## src/hdl/odo_pkg.sv

```systemverilog
// Shared types, constants and helper functions of the wheel odometry block.
`timescale 1ns / 1ps

package odo_pkg;

    // Configuration port
    localparam int CFG_IDX_W  = 2;
    localparam int CFG_DATA_W = 33;
    localparam logic [CFG_IDX_W-1:0] CFG_ENC_MODULUS     = 2'd0;
    localparam logic [CFG_IDX_W-1:0] CFG_WRAP_THRESHOLD  = 2'd1;
    localparam logic [CFG_IDX_W-1:0] CFG_METRES_PER_TICK = 2'd2;
    localparam logic [CFG_IDX_W-1:0] CFG_INV_AXLE        = 2'd3;

    // Datapath widths
    localparam int MUL_A_W    = 64;
    localparam int MUL_B_W    = 36;
    localparam int DIV_W      = 64;
    localparam int TRIG_W     = 36;
    localparam int ANG_W      = 20;
    localparam int ACC_W      = 48;
    localparam int STEP_W     = 52;
    localparam int ATAN_IDX_W = 5;

    // Angle and scaling constants
    localparam logic signed [TRIG_W-1:0] PI_Q30      = 36'sd3373259426;
    localparam logic signed [TRIG_W-1:0] HALF_PI_Q30 = 36'sd1686629713;
    localparam logic signed [TRIG_W-1:0] GAIN_Q30    = 36'sd652032874;
    localparam logic signed [ANG_W:0]    PI_Q16      = 21'sd205887;
    localparam logic signed [ANG_W:0]    TWO_PI_Q16  = 21'sd411774;
    localparam logic signed [DIV_W-1:0]  TWO_PI_DIV  = 64'sd411774;
    localparam logic signed [MUL_B_W-1:0] US_PER_S   = 36'sd1000000;

    // Sequencer states
    typedef enum logic [4:0] {
        ST_IDLE, ST_CORR, ST_MUL_DL, ST_MUL_DR, ST_LIN, ST_MUL_YAW, ST_MOD,
        ST_SC0, ST_MUL_SX, ST_MUL_SY, ST_SC1, ST_MUL_AX, ST_DIV_AX, ST_MUL_AY,
        ST_DIV_AY, ST_ACC, ST_MUL_LV, ST_DIV_LV, ST_MUL_AV, ST_DIV_AV, ST_OUT
    } odo_state_t;

    // Requests to and responses from the shared serial units
    typedef struct packed {
        logic                       start;
        logic signed [MUL_A_W-1:0] a;
        logic signed [MUL_B_W-1:0] b;
    } mul_req_t;

    typedef struct packed {
        logic                       done;
        logic signed [MUL_A_W-1:0] product;
    } mul_rsp_t;

    typedef struct packed {
        logic                     start;
        logic signed [DIV_W-1:0] num;
        logic signed [DIV_W-1:0] den;
    } div_req_t;

    typedef struct packed {
        logic                     done;
        logic signed [DIV_W-1:0] quot;
        logic signed [DIV_W-1:0] rem;
    } div_rsp_t;

    typedef struct packed {
        logic                     start;
        logic signed [ANG_W-1:0] angle;
    } trig_req_t;

    typedef struct packed {
        logic                      done;
        logic signed [TRIG_W-1:0] sin;
        logic signed [TRIG_W-1:0] cos;
    } trig_rsp_t;

    // Arctangent of 2^-i in Q1.30 radians.
    function automatic logic [30:0] atan_q30(input logic [ATAN_IDX_W-1:0] idx);
        case (idx)
            5'd0:    return 31'd843314857;
            5'd1:    return 31'd497837829;
            5'd2:    return 31'd263043837;
            5'd3:    return 31'd133525159;
            5'd4:    return 31'd67021687;
            5'd5:    return 31'd33543516;
            5'd6:    return 31'd16775851;
            5'd7:    return 31'd8388437;
            5'd8:    return 31'd4194283;
            5'd9:    return 31'd2097149;
            5'd10:   return 31'd1048576;
            5'd11:   return 31'd524288;
            5'd12:   return 31'd262144;
            5'd13:   return 31'd131072;
            5'd14:   return 31'd65536;
            5'd15:   return 31'd32768;
            5'd16:   return 31'd16384;
            5'd17:   return 31'd8192;
            5'd18:   return 31'd4096;
            5'd19:   return 31'd2048;
            5'd20:   return 31'd1024;
            5'd21:   return 31'd512;
            5'd22:   return 31'd256;
            5'd23:   return 31'd128;
            default: return 31'd0;
        endcase
    endfunction

    // Saturate a 64-bit value to signed 32 bits.
    function automatic logic signed [31:0] sat32(input logic signed [63:0] v);
        if (v > 64'sd2147483647) begin
            return 32'sh7FFFFFFF;
        end else if (v < -64'sd2147483648) begin
            return 32'sh80000000;
        end
        return v[31:0];
    endfunction

endpackage

```

## src/hdl/odo_mul.sv

```systemverilog
// Shift-and-add signed multiplier that consumes one multiplier bit per cycle.
`timescale 1ns / 1ps

module odo_mul (
    input  logic              aclk,
    input  logic              aresetn,
    input  odo_pkg::mul_req_t req,
    output odo_pkg::mul_rsp_t rsp
);
    import odo_pkg::*;

    localparam int CNT_W = $clog2(MUL_B_W);

    logic               busy_reg, busy_next;
    logic               fin_reg, fin_next;
    logic               done_reg, done_next;
    logic [CNT_W-1:0]   cnt_reg, cnt_next;
    logic [MUL_A_W-1:0] a_reg, a_next;
    logic [MUL_B_W-1:0] b_reg, b_next;
    logic [MUL_A_W-1:0] acc_reg, acc_next;
    logic               neg_reg, neg_next;
    logic [MUL_A_W-1:0] prod_reg, prod_next;

    // Magnitudes are loaded at start; each cycle adds the shifted multiplicand
    // for one multiplier bit, and a final step applies the sign.
    always_comb begin
        busy_next = busy_reg;
        fin_next  = fin_reg;
        done_next = 1'b0;
        cnt_next  = cnt_reg;
        a_next    = a_reg;
        b_next    = b_reg;
        acc_next  = acc_reg;
        neg_next  = neg_reg;
        prod_next = prod_reg;
        if (req.start) begin
            a_next    = req.a[MUL_A_W-1] ? -req.a : req.a;
            b_next    = req.b[MUL_B_W-1] ? -req.b : req.b;
            acc_next  = '0;
            neg_next  = req.a[MUL_A_W-1] ^ req.b[MUL_B_W-1];
            cnt_next  = '0;
            busy_next = 1'b1;
            fin_next  = 1'b0;
        end else if (busy_reg) begin
            if (b_reg[0]) begin
                acc_next = acc_reg + a_reg;
            end
            a_next   = a_reg << 1;
            b_next   = b_reg >> 1;
            cnt_next = cnt_reg + 1'b1;
            if (cnt_reg == CNT_W'(MUL_B_W - 1)) begin
                busy_next = 1'b0;
                fin_next  = 1'b1;
            end
        end else if (fin_reg) begin
            fin_next  = 1'b0;
            done_next = 1'b1;
            prod_next = neg_reg ? -acc_reg : acc_reg;
        end
    end

    always_ff @(posedge aclk) begin
        if (!aresetn) begin
            busy_reg <= 1'b0;
            fin_reg  <= 1'b0;
            done_reg <= 1'b0;
        end else begin
            busy_reg <= busy_next;
            fin_reg  <= fin_next;
            done_reg <= done_next;
        end
        cnt_reg  <= cnt_next;
        a_reg    <= a_next;
        b_reg    <= b_next;
        acc_reg  <= acc_next;
        neg_reg  <= neg_next;
        prod_reg <= prod_next;
    end

    assign rsp.done    = done_reg;
    assign rsp.product = $signed(prod_reg);

endmodule

```

## config.mk

```make
export PLATFORM = sky130hd
export DESIGN_NAME = odo_mul
export DESIGN_NICKNAME = d
export VERILOG_FILES = /design/src/hdl/odo_pkg.sv /design/src/hdl/odo_mul.sv
export SDC_FILE = /design/constraint.sdc
export NUM_CORES = 1
export LEC_CHECK = 0
export BUFFER_PORTS_ARGS = -buffer_cell sky130_fd_sc_hd__clkbuf_2
export CAP_MARGIN = 10
export CORE_ASPECT_RATIO = 1.1
export CORE_UTILIZATION = 60
export DETAILED_ROUTE_END_ITERATION = 8
export HOLD_SLACK_MARGIN = 0.03
export PLACE_DENSITY = 0.87
export RECOVER_POWER = 50
export SYNTH_ARGS = -nofsm -noshare
export SYNTH_HDL_FRONTEND = slang
export SYNTH_SLANG_ARGS = --single-unit
export TNS_END_PERCENT = 1
```

## constraint.sdc

```tcl
create_clock -name aclk -period 8.95 [get_ports aclk]
set_input_delay 0 -clock aclk [delete_from_list [all_inputs] [get_ports aclk]]
set_output_delay 0 -clock aclk [all_outputs]
set_load 0.02 [all_outputs]
```

After elaboration in Yosys (flattened, before gate mapping)
Index checks and enable logic that the tools add are counted.
{"block": "op_classes", "muxes": 11, "n_addsub": 5, "reduce_logical": 5, "eq_ne": 1, "n_bitwise": 4}
{"cell": "$mux W64", "n": 4}
{"cell": "$neg A64 Y64", "n": 2}
{"cell": "$mux W36", "n": 3}
{"cell": "$add A64 B64 Y64", "n": 1}
{"cell": "$neg A36 Y36", "n": 1}
{"cell": "$add A6 B1 Y6 const B", "n": 1}
{"cell": "$eq A6 B6 Y1 const B", "n": 1}
{"cell": "$reduce_or A3 Y1", "n": 2}
{"cell": "$mux W1", "n": 4}
{"cell": "$not A1 Y1", "n": 3}
{"cell": "$reduce_and A3 Y1", "n": 1}
{"cell": "$reduce_and A2 Y1", "n": 1}
{"cell": "$reduce_bool A2 Y1", "n": 1}
{"cell": "$xor A1 B1 Y1", "n": 1}
{"block": "word_totals", "in_bits": 103, "wordCells": 35, "register_bits": 238, "out_inout_bits": 65}

Longest topological paths before layout
{"block": "depth", "word_depth": 4, "ltp_mapped": 12, "mapped_depth_nobuf": 12}

Least setup slack after synthesis
No wires, ideal clock.
{"block": "synth_path", "kind": "register to register", "startpoint": "reg busy_reg", "endpoint": "reg prod_reg[0], enable pin", "setup_slack_ns": 4.103, "path_stages_with_launch": 4, "arrival_time_ns": 4.361, "required_time_ns": 8.463, "path_buffers": 1, "synth_period_minus_slack_ns": 4.847, "setup_ns": 0.487, "cell_sequence": "dfxtp_1 clkbuf_1 or2_2 nor2_1"}
{"block": "synth_between", "elab_chain_cells": 2}
{"element": "from (decl)", "line": "odo_mul.sv:14", "rtl": "logic busy_reg, busy_next;"}
{"element": "from (signal assigned)", "line": "odo_mul.sv:68", "rtl": "busy_reg <= busy_next;"}
{"element": "$not A1 Y1 (no source line)"}
{"element": "$reduce_and A3 Y1 (no source line)"}
{"element": "to (signal assigned)", "line": "odo_mul.sv:77", "rtl": "prod_reg <= prod_next;"}
{"element": "to (decl)", "line": "odo_mul.sv:22", "rtl": "logic [MUL_A_W-1:0] prod_reg, prod_next;"}
Every way passes these cells.
A chain may end at the register's enable or synchronous reset.

==> results.toml <==
[outcome]
outcome = "finished, violations left"
violations = "max-capacitance violations, max-slew violations"

[global_route]
grt_pass1_wl_um = 72300
grtUsageMet3_pct = 4.86
grt_usage_pct = 34.1
grt_pass1_vias = 14200
antenna_found_initial = 3
top_usage_layer = "met2"
globalRouteMet2Util_pct = 59.0
grt_start_max_net_pins = 111
grt_util_met1_pct = 41.9
grt_overflow = 0

[finish]
register_area_um2 = 6420
final_nets = 2154
fillers = 1919
layoutNonFillerInstCount = 2352
multi_input_area_um2 = 8830
drive_above_1_share_pct = 8.84
area_growth_syn_to_layout_pct = 17.3

[power_and_ir_drop]
power_density_nw_per_um2 = 184
leakagePower_nw = 7.15
ir_drop_mv = 0.138

[synthesis]
synth_top_area_share_pct = 31.5
synth_edf_count = 165
ys_types = 69
synth_area_um2 = 15700
async_flop_share_pct = 0
synth.net_count = 1943
ys_warn_count = 0
netlist_instances = 1772
ys_top_cells_by_area = "edfxtp_1, dfxtp_1, a21oi_1"
yosysTopAreaCell = "edfxtp_1"
synth_ff_type = "edfxtp_1"
synth.ff_latch_count = 238
synth.avg_cell_area_um2 = 8.88
yosysSeqAreaShare_pct = 40.8

[cts]
clkLatencyLatePin_ns = 0.54
cts_buffer_depth = 3
numCtsBuffers = 25
ctsHoldBuffers = 103
cts_tree = "built"
cts.sinks = 238
cts_resized = 0
cts_setup_buffers = 0
root_buffer = "clkbuf_16"
clkTransAtPathRegs_ns = 0.07
cts.htree.levels = 1

[die]
ios = 168
initial_core_util_pct = 61.8
design.core.area_um2 = 25500
fp-row-count = 61
die_w_um = 156
die_area_um2 = 26900
die_h_um = 172

[placed_design]
dp_hpwl_um = 29800
numPlacedInstances = 2199
gp_congestion = 0.927
port-buffer-count = 167
place_ws_ns = 4.77

[sta]
slew_headroom_pct = -187
layout_setup_ws_ns = 3.04
worstMarginPinSlew_ns = 4.31
grt_setup_unrepaired = "false"
hold_viol_final = 0
slew_violations = 243
fin_worst_skew_ns = 0.0158
setup_viol = 0
fin_crit_sh_pct = 66.1
fmax_ghz = 0.169
period_minus_slack_ns = 5.91
setup_tns_ns = 0

[worst_setup_path]
end_kind = "flop"
critPathKind = "input pin to flop"
timing.rr.start = "busy_reg$_SDFF_PN0_"
worstPathRequired_ns = 9.38
path_max_fanout = 107
startpoint_type = "input pin"
reg2reg_depth = 2
critPathArrivalTime_ns = 6.34
rrSetupSlack_ns = 4.57
r2r-end = "a_reg[20]$_DFFE_PP_"

[detailed_routing]
vias_per_cell = 6.22
routedWlPerCell_um = 19.6
drc_errors = 0
num_vias = 14600
ant_nets = 0
dr.pass1.iters = 5
drtIter0Drc = 1205
wl_um = 46100

[worst_hold_path]
hp-start = "req[61]"
min_path_type = "input pin to flop"
min_path_cells = 3
min_to = "a_reg[25]$_DFFE_PP_"

[flow_run]
maxCapViolations = 4
-- kinds of logic (layout without fill, tap and decap cells) --
| group | after synthesis | in the layout | share of synthesized area (%) |
|---|---|---|---|
| AOI/OAI and AO/OA | 523 | 523 | 20.5 |
| xor gates and xnor gates | 208 | 208 | 11.6 |
| adders and majority gates | 68 | 68 | 5.45 |
| buffers and inverters | 131 | 361 | 3.20 |
| DFF | 238 | 238 | 40.8 |
| muxes | 13 | 13 | 0.874 |
| other | 0 | 4 | 0 |
| and+or+nand+nor | 591 | 591 | 17.6 |
-- stage by stage --
step           hold WS, ns  utilization [%]  power [mW]  area (um^2)
3_5_place_dp         0.254             65.6        2.31        16700
4_1_cts             0.0450             72.8        3.36        18600
5_1_grt             0.0637             72.5        3.54        18500
3_3_place_gp         0.237             65.6        2.29        16700
2_1_floorplan        0.112                -        2.06        15700
6_report            0.0811             72.5        3.40        18500
-- worst max-delay path by stage --
stage	from	endpoint	depth (start not counted)
after floorplan	busy_reg$_SDFF_PN0_	prod_reg[0]$_DFFE_PP_	3
after global placement	acc_reg[2]$_SDFFE_PP0P_	prod_reg[63]$_DFFE_PP_	10
after detailed placement	acc_reg[2]$_SDFFE_PP0P_	prod_reg[63]$_DFFE_PP_	10
after CTS	acc_reg[2]$_SDFFE_PP0P_	prod_reg[63]$_DFFE_PP_	10
after global routing	req[100]	acc_reg[52]$_SDFFE_PP0P_	7
final	req[100]	acc_reg[52]$_SDFFE_PP0P_	7
-- cell type report --
class	count	share of cell area [%]
Inverter	36	0.732
Timing Repair Buffer	279	10.0
Antenna cell	4	0.0542
Clock inverter	16	0.779
Sequential cell	238	34.7
Clock buffer	30	3.54
Tap cell	346	2.34
Multi-Input combinational cell	1403	47.8
-- synthesized netlist by cell type, types with 35 or more instances --
| cell | n |
|---|---|
| clkbuf_1 | 86 |
| xor2_1 | 110 |
| dfxtp_1 | 73 |
| o21ai_0 | 96 |
| ha_1 | 67 |
| nand2_1 | 204 |
| o31ai_1 | 44 |
| or3_1 | 35 |
| xnor2_1 | 98 |
| inv_1 | 36 |
| nor2_1 | 170 |
| a21oi_1 | 225 |
| a21o_1 | 37 |
| edfxtp_1 | 165 |
-- layer usage --
metal / vias up / routed length [um]
met3: 160 / 3800
met4: 0 / 1960
met1: 6831 / 17800
li1: 6896 / -
met5: - / 0
met2: 735 / 22500
-- critical path, cell delays in order --
cell and delay (ns):
dlygate4sd3_1 0.53, clkbuf_1 1.72, clkbuf_1 3.15, nor3_1 0.32, nor2b_1 0.32, a31oi_1 0.15, nand3b_1 0.10
-- layout by cell type, fill, tap and decap left out, drive strengths merged, types with 37 or more instances in the layout --
cell,n
a21oi,225
nand2,204
clkbuf,198
nor2,170
edfxtp,165
xor2,110
dlygate4sd3,103
o21ai,103
xnor2,98
dfxtp,73
ha,67
o31ai,49
a21o,37
inv,37
-- report_power, final --
group / switching (mW) / total, mW / internal, mW
logic: 0.586 / 0.980 / 0.394
clock network: 0.450 / 1.03 / 0.581
registers: 0.0891 / 1.39 / 1.30
Note: power is estimated with default switching activity, not from simulation.
