$ cat src/hdl/odo_pkg.sv
// Shared types, constants and helper functions of the wheel odometry block.
`timescale 1ns / 1ps

package odo_pkg;

    // Configuration port
    localparam int CFG_IDX_W  = 2;
    localparam int CFG_DATA_W = 33;
    localparam logic [CFG_IDX_W-1:0] CFG_ENC_MODULUS     = 2'd0;
    localparam logic [CFG_IDX_W-1:0] CFG_WRAP_THRESHOLD  = 2'd1;
    localparam logic [CFG_IDX_W-1:0] CFG_METRES_PER_TICK = 2'd2;
    localparam logic [CFG_IDX_W-1:0] CFG_INV_AXLE        = 2'd3;

    // Datapath widths
    localparam int MUL_A_W    = 64;
    localparam int MUL_B_W    = 36;
    localparam int DIV_W      = 64;
    localparam int TRIG_W     = 36;
    localparam int ANG_W      = 20;
    localparam int ACC_W      = 48;
    localparam int STEP_W     = 52;
    localparam int ATAN_IDX_W = 5;

    // Angle and scaling constants
    localparam logic signed [TRIG_W-1:0] PI_Q30      = 36'sd3373259426;
    localparam logic signed [TRIG_W-1:0] HALF_PI_Q30 = 36'sd1686629713;
    localparam logic signed [TRIG_W-1:0] GAIN_Q30    = 36'sd652032874;
    localparam logic signed [ANG_W:0]    PI_Q16      = 21'sd205887;
    localparam logic signed [ANG_W:0]    TWO_PI_Q16  = 21'sd411774;
    localparam logic signed [DIV_W-1:0]  TWO_PI_DIV  = 64'sd411774;
    localparam logic signed [MUL_B_W-1:0] US_PER_S   = 36'sd1000000;

    // Sequencer states
    typedef enum logic [4:0] {
        ST_IDLE, ST_CORR, ST_MUL_DL, ST_MUL_DR, ST_LIN, ST_MUL_YAW, ST_MOD,
        ST_SC0, ST_MUL_SX, ST_MUL_SY, ST_SC1, ST_MUL_AX, ST_DIV_AX, ST_MUL_AY,
        ST_DIV_AY, ST_ACC, ST_MUL_LV, ST_DIV_LV, ST_MUL_AV, ST_DIV_AV, ST_OUT
    } odo_state_t;

    // Requests to and responses from the shared serial units
    typedef struct packed {
        logic                       start;
        logic signed [MUL_A_W-1:0] a;
        logic signed [MUL_B_W-1:0] b;
    } mul_req_t;

    typedef struct packed {
        logic                       done;
        logic signed [MUL_A_W-1:0] product;
    } mul_rsp_t;

    typedef struct packed {
        logic                     start;
        logic signed [DIV_W-1:0] num;
        logic signed [DIV_W-1:0] den;
    } div_req_t;

    typedef struct packed {
        logic                     done;
        logic signed [DIV_W-1:0] quot;
        logic signed [DIV_W-1:0] rem;
    } div_rsp_t;

    typedef struct packed {
        logic                     start;
        logic signed [ANG_W-1:0] angle;
    } trig_req_t;

    typedef struct packed {
        logic                      done;
        logic signed [TRIG_W-1:0] sin;
        logic signed [TRIG_W-1:0] cos;
    } trig_rsp_t;

    // Arctangent of 2^-i in Q1.30 radians.
    function automatic logic [30:0] atan_q30(input logic [ATAN_IDX_W-1:0] idx);
        case (idx)
            5'd0:    return 31'd843314857;
            5'd1:    return 31'd497837829;
            5'd2:    return 31'd263043837;
            5'd3:    return 31'd133525159;
            5'd4:    return 31'd67021687;
            5'd5:    return 31'd33543516;
            5'd6:    return 31'd16775851;
            5'd7:    return 31'd8388437;
            5'd8:    return 31'd4194283;
            5'd9:    return 31'd2097149;
            5'd10:   return 31'd1048576;
            5'd11:   return 31'd524288;
            5'd12:   return 31'd262144;
            5'd13:   return 31'd131072;
            5'd14:   return 31'd65536;
            5'd15:   return 31'd32768;
            5'd16:   return 31'd16384;
            5'd17:   return 31'd8192;
            5'd18:   return 31'd4096;
            5'd19:   return 31'd2048;
            5'd20:   return 31'd1024;
            5'd21:   return 31'd512;
            5'd22:   return 31'd256;
            5'd23:   return 31'd128;
            default: return 31'd0;
        endcase
    endfunction

    // Saturate a 64-bit value to signed 32 bits.
    function automatic logic signed [31:0] sat32(input logic signed [63:0] v);
        if (v > 64'sd2147483647) begin
            return 32'sh7FFFFFFF;
        end else if (v < -64'sd2147483648) begin
            return 32'sh80000000;
        end
        return v[31:0];
    endfunction

endpackage

$ cat src/hdl/odo_div.sv
// Restoring signed divider that produces one quotient bit per cycle.
`timescale 1ns / 1ps

module odo_div (
    input  logic              aclk,
    input  logic              aresetn,
    input  odo_pkg::div_req_t req,
    output odo_pkg::div_rsp_t rsp
);
    import odo_pkg::*;

    localparam int CNT_W = $clog2(DIV_W);

    logic             busy_reg, busy_next;
    logic             fin_reg, fin_next;
    logic             done_reg, done_next;
    logic [CNT_W-1:0] cnt_reg, cnt_next;
    logic [DIV_W-1:0] num_reg, num_next;
    logic [DIV_W-1:0] den_reg, den_next;
    logic [DIV_W-1:0] rem_reg, rem_next;
    logic [DIV_W-1:0] q_reg, q_next;
    logic             qneg_reg, qneg_next;
    logic             rneg_reg, rneg_next;
    logic [DIV_W-1:0] quot_out_reg, quot_out_next;
    logic [DIV_W-1:0] rem_out_reg, rem_out_next;
    logic [DIV_W:0]   shifted;
    logic [DIV_W:0]   trial;

    // Partial remainder with the next dividend bit brought in.
    assign shifted = {rem_reg, num_reg[DIV_W-1]};
    assign trial   = shifted - {1'b0, den_reg};

    // Quotient truncates toward zero; the remainder takes the dividend's sign.
    always_comb begin
        busy_next     = busy_reg;
        fin_next      = fin_reg;
        done_next     = 1'b0;
        cnt_next      = cnt_reg;
        num_next      = num_reg;
        den_next      = den_reg;
        rem_next      = rem_reg;
        q_next        = q_reg;
        qneg_next     = qneg_reg;
        rneg_next     = rneg_reg;
        quot_out_next = quot_out_reg;
        rem_out_next  = rem_out_reg;
        if (req.start) begin
            num_next  = req.num[DIV_W-1] ? -req.num : req.num;
            den_next  = req.den[DIV_W-1] ? -req.den : req.den;
            rem_next  = '0;
            q_next    = '0;
            qneg_next = req.num[DIV_W-1] ^ req.den[DIV_W-1];
            rneg_next = req.num[DIV_W-1];
            cnt_next  = '0;
            busy_next = 1'b1;
            fin_next  = 1'b0;
        end else if (busy_reg) begin
            if (shifted >= {1'b0, den_reg}) begin
                rem_next = trial[DIV_W-1:0];
                q_next   = {q_reg[DIV_W-2:0], 1'b1};
            end else begin
                rem_next = shifted[DIV_W-1:0];
                q_next   = {q_reg[DIV_W-2:0], 1'b0};
            end
            num_next = num_reg << 1;
            cnt_next = cnt_reg + 1'b1;
            if (cnt_reg == CNT_W'(DIV_W - 1)) begin
                busy_next = 1'b0;
                fin_next  = 1'b1;
            end
        end else if (fin_reg) begin
            fin_next      = 1'b0;
            done_next     = 1'b1;
            quot_out_next = qneg_reg ? -q_reg : q_reg;
            rem_out_next  = rneg_reg ? -rem_reg : rem_reg;
        end
    end

    always_ff @(posedge aclk) begin
        if (!aresetn) begin
            busy_reg <= 1'b0;
            fin_reg  <= 1'b0;
            done_reg <= 1'b0;
        end else begin
            busy_reg <= busy_next;
            fin_reg  <= fin_next;
            done_reg <= done_next;
        end
        cnt_reg      <= cnt_next;
        num_reg      <= num_next;
        den_reg      <= den_next;
        rem_reg      <= rem_next;
        q_reg        <= q_next;
        qneg_reg     <= qneg_next;
        rneg_reg     <= rneg_next;
        quot_out_reg <= quot_out_next;
        rem_out_reg  <= rem_out_next;
    end

    assign rsp.done = done_reg;
    assign rsp.quot = $signed(quot_out_reg);
    assign rsp.rem  = $signed(rem_out_reg);

endmodule

$ cat config.mk
export PLATFORM = sky130hd
export DESIGN_NAME = odo_div
export DESIGN_NICKNAME = d
export VERILOG_FILES = /design/src/hdl/odo_pkg.sv /design/src/hdl/odo_div.sv
export SDC_FILE = /design/constraint.sdc
export NUM_CORES = 1
export LEC_CHECK = 0
export BUFFER_PORTS_ARGS = -buffer_cell sky130_fd_sc_hd__clkbuf_2
export CORE_MARGIN = 2
export CORE_UTILIZATION = 60
export CTS_CLUSTER_DIAMETER = 40
export DETAILED_ROUTE_END_ITERATION = 8
export HOLD_SLACK_MARGIN = 0.1
export PLACE_DENSITY = 0.92
export SLEW_MARGIN = 10
export SYNTH_ARGS = -nofsm -noshare
export SYNTH_HDL_FRONTEND = slang
export SYNTH_SLANG_ARGS = --single-unit
$ cat constraint.sdc
create_clock -name aclk -period 12.85 [get_ports aclk]
set_input_delay 3.855 -clock aclk [delete_from_list [all_inputs] [get_ports aclk]]
set_output_delay 3.855 -clock aclk [all_outputs]
set_load 0.01 [all_outputs]
== After elaboration in Yosys (flattened, before gate mapping) ==
Cells that the tools add are included.

* Flip-flop bits (word level): 395
* Bits in latches: 0
* RAM bits: 0
* Memory bits (read-only): 0
* Logic and storage cells: 41
* Memories: 0

* Add/sub/neg operators: 6
* $mul: 0
* Div/mod/pow operators: 0
* Order comparisons: 1
* Eq/ne operators: 1
* Shift operators: 0
* Mux-type cells: 12
* Bitwise logic cells: 4
* Reductions and logical operators: 4

{| class="wikitable"
|+ Operators with widths
! operator !! number
|-
| 64-bit two-way mux || 6
|-
| 64-bit negation || 4
|-
| 65-bit by 64-bit >= comparator with 1-bit output || 1
|-
| 64-bit subtractor || 1
|-
| 63-bit two-way mux || 1
|-
| 6-bit by 1-bit adder with 6-bit output, second input constant || 1
|-
| 6-bit == test, second input constant || 1
|-
| 3-bit OR reduction || 2
|-
| 1-bit two-way mux || 5
|-
| 1-bit NOT || 3
|-
| 3-bit AND reduction || 1
|-
| 2-bit nonzero test || 1
|-
| 1-bit bitwise XOR || 1
|}

== Longest topological paths before layout ==
Gate-level depths: netlist of run 1.

* Word-level depth: 4
* Gate-level depth with buffers: 15
* Gate-level depth less buffers: 14

== Worst setup path after synthesis of run 1 ==
Ideal clock, no wire load.

* Path kind: input port to flip-flop
* Start point: input req[128] (netlist name)
* End point: register quot_out_reg[0] (enable)
* Setup time: 0.616 ns
* Arrival: 10.971 ns
* Required time: 12.234 ns
* Setup slack: 1.263 ns
* Cell stages on the path: 4
* Buffers on the path: 1
* Cells stage by stage: nor2_1 clkbuf_1 inv_1 nor2_1

* Word-level cells in the longest chain between the ends: 2

{| class="wikitable"
|+ Ends and longest elaborated chain
! what !! RTL line !! text
|-
| from (decl) || odo_div.sv:7 || <nowiki>input odo_pkg::div_req_t req,</nowiki>
|-
| 1-bit NOT (no line) || n/a ||
|-
| 3-bit AND reduction (no line) || n/a ||
|-
| to (signal assigned) || odo_div.sv:96 || <nowiki>quot_out_reg <= quot_out_next;</nowiki>
|-
| to (decl) || odo_div.sv:24 || <nowiki>logic [DIV_W-1:0] quot_out_reg, quot_out_next;</nowiki>
|}

No other way between the ends.
A chain may end at the register's enable or synchronous reset.

== Worst setup path in the final report of run 1 ==
* Start point: input req[13] (netlist name)
* End point: register den_reg[61] (data pin)

* Word-level cells in the longest chain between the ends: 2

{| class="wikitable"
|+ Ends and longest elaborated chain
! what !! RTL line !! text
|-
| 64-bit negation || odo_div.sv:49 || <nowiki>den_next = req.den[DIV_W-1] ? -req.den : req.den;</nowiki>
|-
| 63-bit two-way mux || odo_div.sv:49 ||
|-
| to (signal assigned) || odo_div.sv:91 || <nowiki>den_reg <= den_next;</nowiki>
|-
| to (decl) || odo_div.sv:19 || <nowiki>logic [DIV_W-1:0] den_reg, den_next;</nowiki>
|}

No other way between the ends.

==> metrics.txt, run 1 <==
All-Layer GR Usage=28.5%; hold_sp=cnt_reg[5]; DRC violations left=0; beginning of the critical path=req[13]; Req. time, crit path=13160 ps; skew final=25.3 ps; drt initial violations=1886; Mapped Area=0.0227 mm²; Root Driver=clkbuf_16; Post-DP HPWL=41.1 mm; syn_nets=2562; filler instances=2840; CP max FO=6; clk buf depth=3; Seq/Total Area, Yosys=46.1%; Pre-antenna DRT Iters=5; DR vias=18800; status=finished, final reports clean; Area Growth Syn to Fin=14.7%; fin nets=2770; final hold slack=499 ps; vias in the first global route=17500; startpoint types=input pin; Slew @ Worst Pin=1190 ps; clk_lat worst skew=590 ps; final WL=57.1 mm; reg-to-reg startpoint=rem_reg[2]; Reg-to-Reg End=rem_out_reg[63]; crit path DAT=7960 ps; Sum Neg Setup Slack=0 ps; GPL Wtd Cong=0.955; final setup violation count=0; max cap viols=0; Die Wd=199 µm; #FFs+latches synth=395; std cell rows=71; Critical Setup Path Class=input pin to flop; number of synthesis warnings=0; endpoint class of the critical path=flop; # clock sinks=395; Most used DFF post-synth=edfxtp_1; first-pass GRT wire length=89.6 mm; layout cells sized above 1=15.0%; ys async rst share=0%; CTS resizes=0; H-tree depth=2; hold buffers post-CTS=0; Final WS setup=5190 ps; setup bufs post-CTS=0; Hold Path End=cnt_reg[5]; RSZ-0062 raised after global routing=false; Via density=6.02; post-synth cell types=67; final worst-path cycle share=59.6%; Hold/Removal Path Class=flop to flop; min cycle time layout=7660 ps; Port Buffer Count=259; Multi-input gate area=0.0115 mm²; final core occ=69.6%; endpoints failing hold=0; Max IR drop VDD=0.000102 V; Mapped Cells=2361; R2R cell count=11; Routed WL per cell=18.3 µm; grt total ovfl=0; Leak=10.3 nW; Final ANT Viol Nets=0; FF/Latch Area=0.0105 mm²; CTS tree=built; Die Footprint=0.0395 mm²; fmax=131 MHz; initial antenna violation count=2; max-slew violations=0; worst reg2reg setup slack=7770 ps; Post-synth EDFFs=258; CTS buffer count=51; core footprint=0.0375 mm²; Hold Path Stages=2; largest net degree at the start of global routing=186; Tot Pwr=3.41 mW; initial core utilization=60.6%; clock transition at the registers of the reported paths=60 ps; Relative slew margins=20.5%; Die Height=199 µm; P per Cell Area=131 mW/mm²; Boundary Pins=260; pre-CTS setup slack=4610 ps; Mean Syn Cell Area=9.63 µm²
[metal layers]
layer  wire length (µm)  global-route usage, %
met5                 13                      0
met4               2140                   11.1
met3               4430                   4.95
met2              26000                   45.3
met1              24600                   38.9
[report_power, final]
group	total [mW]	switching [mW]	leakage, nW	internal, mW
Sequential	1.47	0.0419	3.55	1.43
Clock	1.40	0.573	0.824	0.823
Combinational	0.541	0.328	5.89	0.213
[kinds of logic (layout without fill, tap and decap cells)]
logic type	Yosys count	after routing	share of synthesized area (%)
buf+inv	213	464	3.55
xor+xnor	309	309	11.9
fa+ha+maj	70	70	3.89
compound gates	559	559	15.7
flops	395	395	46.1
other cells	0	1	0
simple gates	729	729	15.0
mux	86	86	3.80
[synth_stat cells, types with 45 or more instances]
cell      count  area, µm²
clkbuf_1     99        372
o31ai_1      65        488
a21oi_1     146        731
xor2_1       95        832
o21ai_0     159        796
dfxtp_1     137       2740
xnor2_1     214       1870
nor2_1      227        852
mux2i_1      84        841
inv_1        98        368
edfxtp_1    258       7750
or3_1        45        282
ha_1         69        863
nand2_1     244        916
[layout by cell type, fill, tap and decap left out, drive strengths merged, types with 5 or more instances in the layout]
cell	count
a211oi	7
a21o	38
a21oi	146
a311oi	37
a31oi	9
and2	6
and3	7
buf	13
clkbuf	321
clkinv	16
clkinvlp	5
dfxtp	137
edfxtp	258
ha	69
inv	107
mux2i	84
nand2	244
nand2b	16
nand3	26
nand3b	6
nand4	29
nor2	227
nor2b	12
nor3	26
nor4	19
o21a	9
o21ai	159
o21bai	15
o31ai	67
o41ai	38
or2	15
or3	47
or4	39
xnor2	214
xor2	95
[critical path, cell delays in order]
cell,delay (ps)
clkbuf_2,110
or4_1,610
nor3_1,180
nand3b_1,140
nor2_1,280
nand2_1,190
or3_1,440
or4_1,540
or3_1,470
or4_1,600
o41ai_1,400
xnor2_1,130
[area by class of cell]
class	instances	area share, %
Sequential cell	395	40.2
Clock buffer	64	5.32
Tap cell	511	2.45
Multi-Input combinational cell	1753	44.0
Inverter	98	1.41
Timing Repair Buffer	270	5.37
Antenna cell	1	0.00960
Clock inverter	32	1.21
[per-stage QoR]
step / area [µm²] / instances
floorplan: 22700 / 2361
global placement: 24400 / 3027
detailed placement: 24400 / 3027
CTS: 26100 / 3123
global route: 26100 / 3124
finish: 26100 / 3124
[how the worst max path moves through the flow]
stage / end / depth (start not counted)
CTS: den_reg[61] / 12
global route: den_reg[61] / 12
finish: den_reg[61] / 12
detailed placement: den_reg[61] / 12
global placement: den_reg[61] / 12
floorplan: quot_out_reg[0] / 4
(Power assumes the default switching activity.)
==> run 2, diff against run 1 <==
--- a/config.mk
+++ b/config.mk
@@ -5,13 +5,14 @@
 export SDC_FILE = /design/constraint.sdc
 export NUM_CORES = 1
 export LEC_CHECK = 0
+export ABC_AREA = 1
 export BUFFER_PORTS_ARGS = -buffer_cell sky130_fd_sc_hd__clkbuf_2
 export CORE_MARGIN = 2
-export CORE_UTILIZATION = 60
+export CORE_UTILIZATION = 55
 export CTS_CLUSTER_DIAMETER = 40
 export DETAILED_ROUTE_END_ITERATION = 8
 export HOLD_SLACK_MARGIN = 0.1
-export PLACE_DENSITY = 0.92
+export PLACE_DENSITY = 0.88
 export SLEW_MARGIN = 10
 export SYNTH_ARGS = -nofsm -noshare
 export SYNTH_HDL_FRONTEND = slang
==> constraint.sdc (replaced) <==
create_clock -name aclk -period 6.5 [get_ports aclk]
set_input_delay 1.95 -clock aclk [delete_from_list [all_inputs] [get_ports aclk]]
set_output_delay 1.95 -clock aclk [all_outputs]
set_load 0.01 [all_outputs]
==> run 2 against run 1 <==
Clock power is 120% higher. Worst hold slack worse by 10 ps. Cell count is 58% higher. Combinational power is 32% higher. Register-to-register slack worse by 5300 ps. Largest cell class unchanged.
==> metrics.txt, run 2 <==
Simple-Gate Fraction of Synth Area=32.7% (+18 points); endpoint class of the critical path=flop; ys async rst share=0% (unchanged); #FFs+latches synth=395 (unchanged); H-tree depth=2 (unchanged); RSZ-0062 raised after global routing=false; Reg-to-Reg End=rem_reg[46]; startpoint types=flop; Synth Area in Compound Gates=7.14% (-8.5 points); final worst-path cycle share=61.7%; DRC violations left=0 (unchanged); Post-DP HPWL=65.9 mm (+60%); Max IR drop VDD=0.000300 V (+190%); final setup violation count=0 (unchanged); Multi-input gate area=0.0140 mm² (+22%); Most used DFF post-synth=edfxtp_1; FF/Latch Area=0.0105 mm² (about the same); largest net degree at the start of global routing=78 (-58%); Tot Pwr=6.60 mW (+94%); Boundary Pins=260 (unchanged); grt total ovfl=0 (unchanged); CTS buffer count=54 (+5.9%); Synth top area share=28.3% (-5.8 points); core footprint=0.0491 mm² (+31%); commonest non-fill, non-tap cell in the layout=nand2_1; largest area contributor in the netlist=edfxtp_1; All-Layer GR Usage=32.1% (+3.6 points); GPL Wtd Cong=1.04 (+8.7%); Sum Neg Setup Slack=0 ps (unchanged); filler instances=4440 (+56%); Synth Area in Adders=3.23% (-0.66 points); Final ANT Viol Nets=0 (unchanged); initial antenna violation count=1 (-1); Relative slew margins=24.5% (+4.0 points); first-pass GRT wire length=129 mm (+44%); initial core utilization=55.8% (-4.8 points); setup bufs post-CTS=0 (unchanged); P per Cell Area=212 mW/mm² (+62%); critical path endpoint=rem_reg[46]; clk buf depth=3 (unchanged); R2R cell count=12 (+1); final non-filler cell total=4921 (+58%); main combinational cell family by area after synthesis=simple AND/OR/NAND/NOR gates; Port Buffer Count=259 (unchanged); CTS resizes=0 (unchanged); Area Growth Syn to Fin=13.7%; final WL=84.3 mm (+48%); fin nets=4412 (+59%); final hold slack=489 ps (-10.0 ps); DR vias=27100 (+44%); Post-synth EDFFs=258 (unchanged); crit path DAT=4520 ps (-3440 ps); max-slew violations=0 (unchanged); Slew @ Worst Pin=1130 ps (-60.6 ps); Seq/Total Area, Yosys=38.3% (-7.8 points); Die Height=227 µm (+14%); max cap viols=0 (unchanged); beginning of the critical path=rem_reg[48]; Req. time, crit path=7010 ps (-6150 ps); syn_nets=4175 (+63%); DP Cell Count=4819 (+59%); Die Wd=227 µm (+14%); std cell rows=81 (+14%); CP max FO=65 (+59); skew final=58.9 ps (+33.6 ps); most common cell in the netlist=nand2_1; Leak=15.7 nW (+53%); Mean Syn Cell Area=6.89 µm² (-28%); CTS tree=built; post-synth cell types=51 (-24%); min cycle time layout=4010 ps; commonest non-fill, non-tap cells in the layout=nand2_1 (1177), inv_1 (657), nor2_1 (442); clock transition at the registers of the reported paths=60 ps (about the same); XOR/XNOR Fraction of Synth Area=7.83% (-4.1 points); Routed WL per cell=17.1 µm (-6.3%); Pre-antenna DRT Iters=6 (+1); Root Driver=clkbuf_16; clk_lat worst skew=640 ps (+50 ps); layout cells sized above 1=10.0% (-4.9 points); number of synthesis warnings=0 (unchanged); vias in the first global route=24500 (+40%); # clock sinks=395 (unchanged); mux cell area share after synthesis=0% (-3.8 points); status=finished, final reports clean; worst reg2reg setup slack=2490 ps (-5280 ps); ranking of synthesized cells by instance count=nand2_1 (1178), inv_1 (659), nor2_1 (444), nand3_1 (314), edfxtp_1 (258); hold buffers post-CTS=0 (unchanged); endpoints failing hold=0 (unchanged); final core occ=63.5% (-6.1 points); Via density=5.51 (-8.5%); Hold/Removal Path Class=flop to flop; fmax=249 MHz; Critical Setup Path Class=flop to flop; Die Footprint=0.0516 mm² (+31%); Hold Path Stages=2 (unchanged); ranking of synthesized cells by area=edfxtp_1 (28%), nand2_1 (16%), dfxtp_1 (10%); Mapped Cells=3974 (+68%); drt initial violations=3780 (+100%); Mapped Area=0.0274 mm² (+20%); reg-to-reg startpoint=rem_reg[48]
==> run 2: cell count changes in the layout (fill, tap and decap cells not counted), moves of 57 or more <==
cell,delta
o22ai_1,+60
nor2_1,+217
xnor2_1,-178
nand2_1,+933
mux2i_1,-84
inv_1,+560
o31ai_1,-57
nand3_1,+288
a21oi_1,-65
xor2_1,+114
==> run 2: layout make-up <==
cell class	count	share of cell area, %
Multi-Input combinational cell	2813	44.8
Sequential cell	395	33.7
Inverter	674	8.13
Clock buffer	58	4.52
Timing Repair Buffer	273	4.51
Tap cell	664	2.67
Clock inverter	43	1.63
Antenna cell	1	0.00804
==> run 2: stage by stage <==
stage	instance area (µm²)	worst slack [ps]
6_report	31100	2490
5_1_grt	31100	2180
4_1_cts	31100	2630
3_5_place_dp	29200	2290
3_3_place_gp	29200	2340
2_1_floorplan	27400	713
==> run 2: how the worst min path moves through the flow <==
| stage | slack (ps) | to | from |
|---|---|---|---|
| 5_1_grt | 520 | q_reg[63] | q_reg[63] |
| 3_5_place_dp | 470 | q_reg[63] | q_reg[63] |
| 6_report | 490 | q_reg[63] | q_reg[63] |
| 2_1_floorplan | 410 | quot_out_reg[0] | q_reg[0] |
| 3_3_place_gp | 460 | q_reg[63] | q_reg[63] |
| 4_1_cts | 490 | q_reg[63] | q_reg[63] |
==> run 2: logic make-up (layout without fill, tap and decap cells) <==
family                   after synthesis  in the layout
buffers and inverters                766           1048
AO/OA/AOI/OAI                        354            354
other                                  0              1
XOR/XNOR                             245            245
AND/OR/NAND/NOR                     2144           2144
adder cells (fa/ha/maj)               70             70
flip-flops                           395            395
==> run 2: routing by layer <==
metal	part of all wire (%)	wire [µm]	up-vias	GRT usage [%]
met5	0	0	-	0
met4	4.1	3500	0	12.5
met3	11	8890	216	5.03
met2	42	35700	1497	47.7
met1	43	36200	12200	46.9
li1	-	-	13200	-
==> run 2: power by group <==
part	total (mW)	internal (mW)	switching (mW)
registers	2.81	2.78	0.0315
logic	0.712	0.210	0.502
clock network	3.07	1.83	1.25
total	6.60	4.82	1.78
==> run 2: critical path, cell delays in order (launching register included) <==
cell and delay, ps:
dfxtp_1 440, ha_1 500, nand2_1 110, nor2_1 160, inv_1 70, nor2_1 160, nand2_1 140, nor2_1 160
nand2_2 580, nand2_4 900, nand3_1 410, nand3_1 170, nand2_1 60
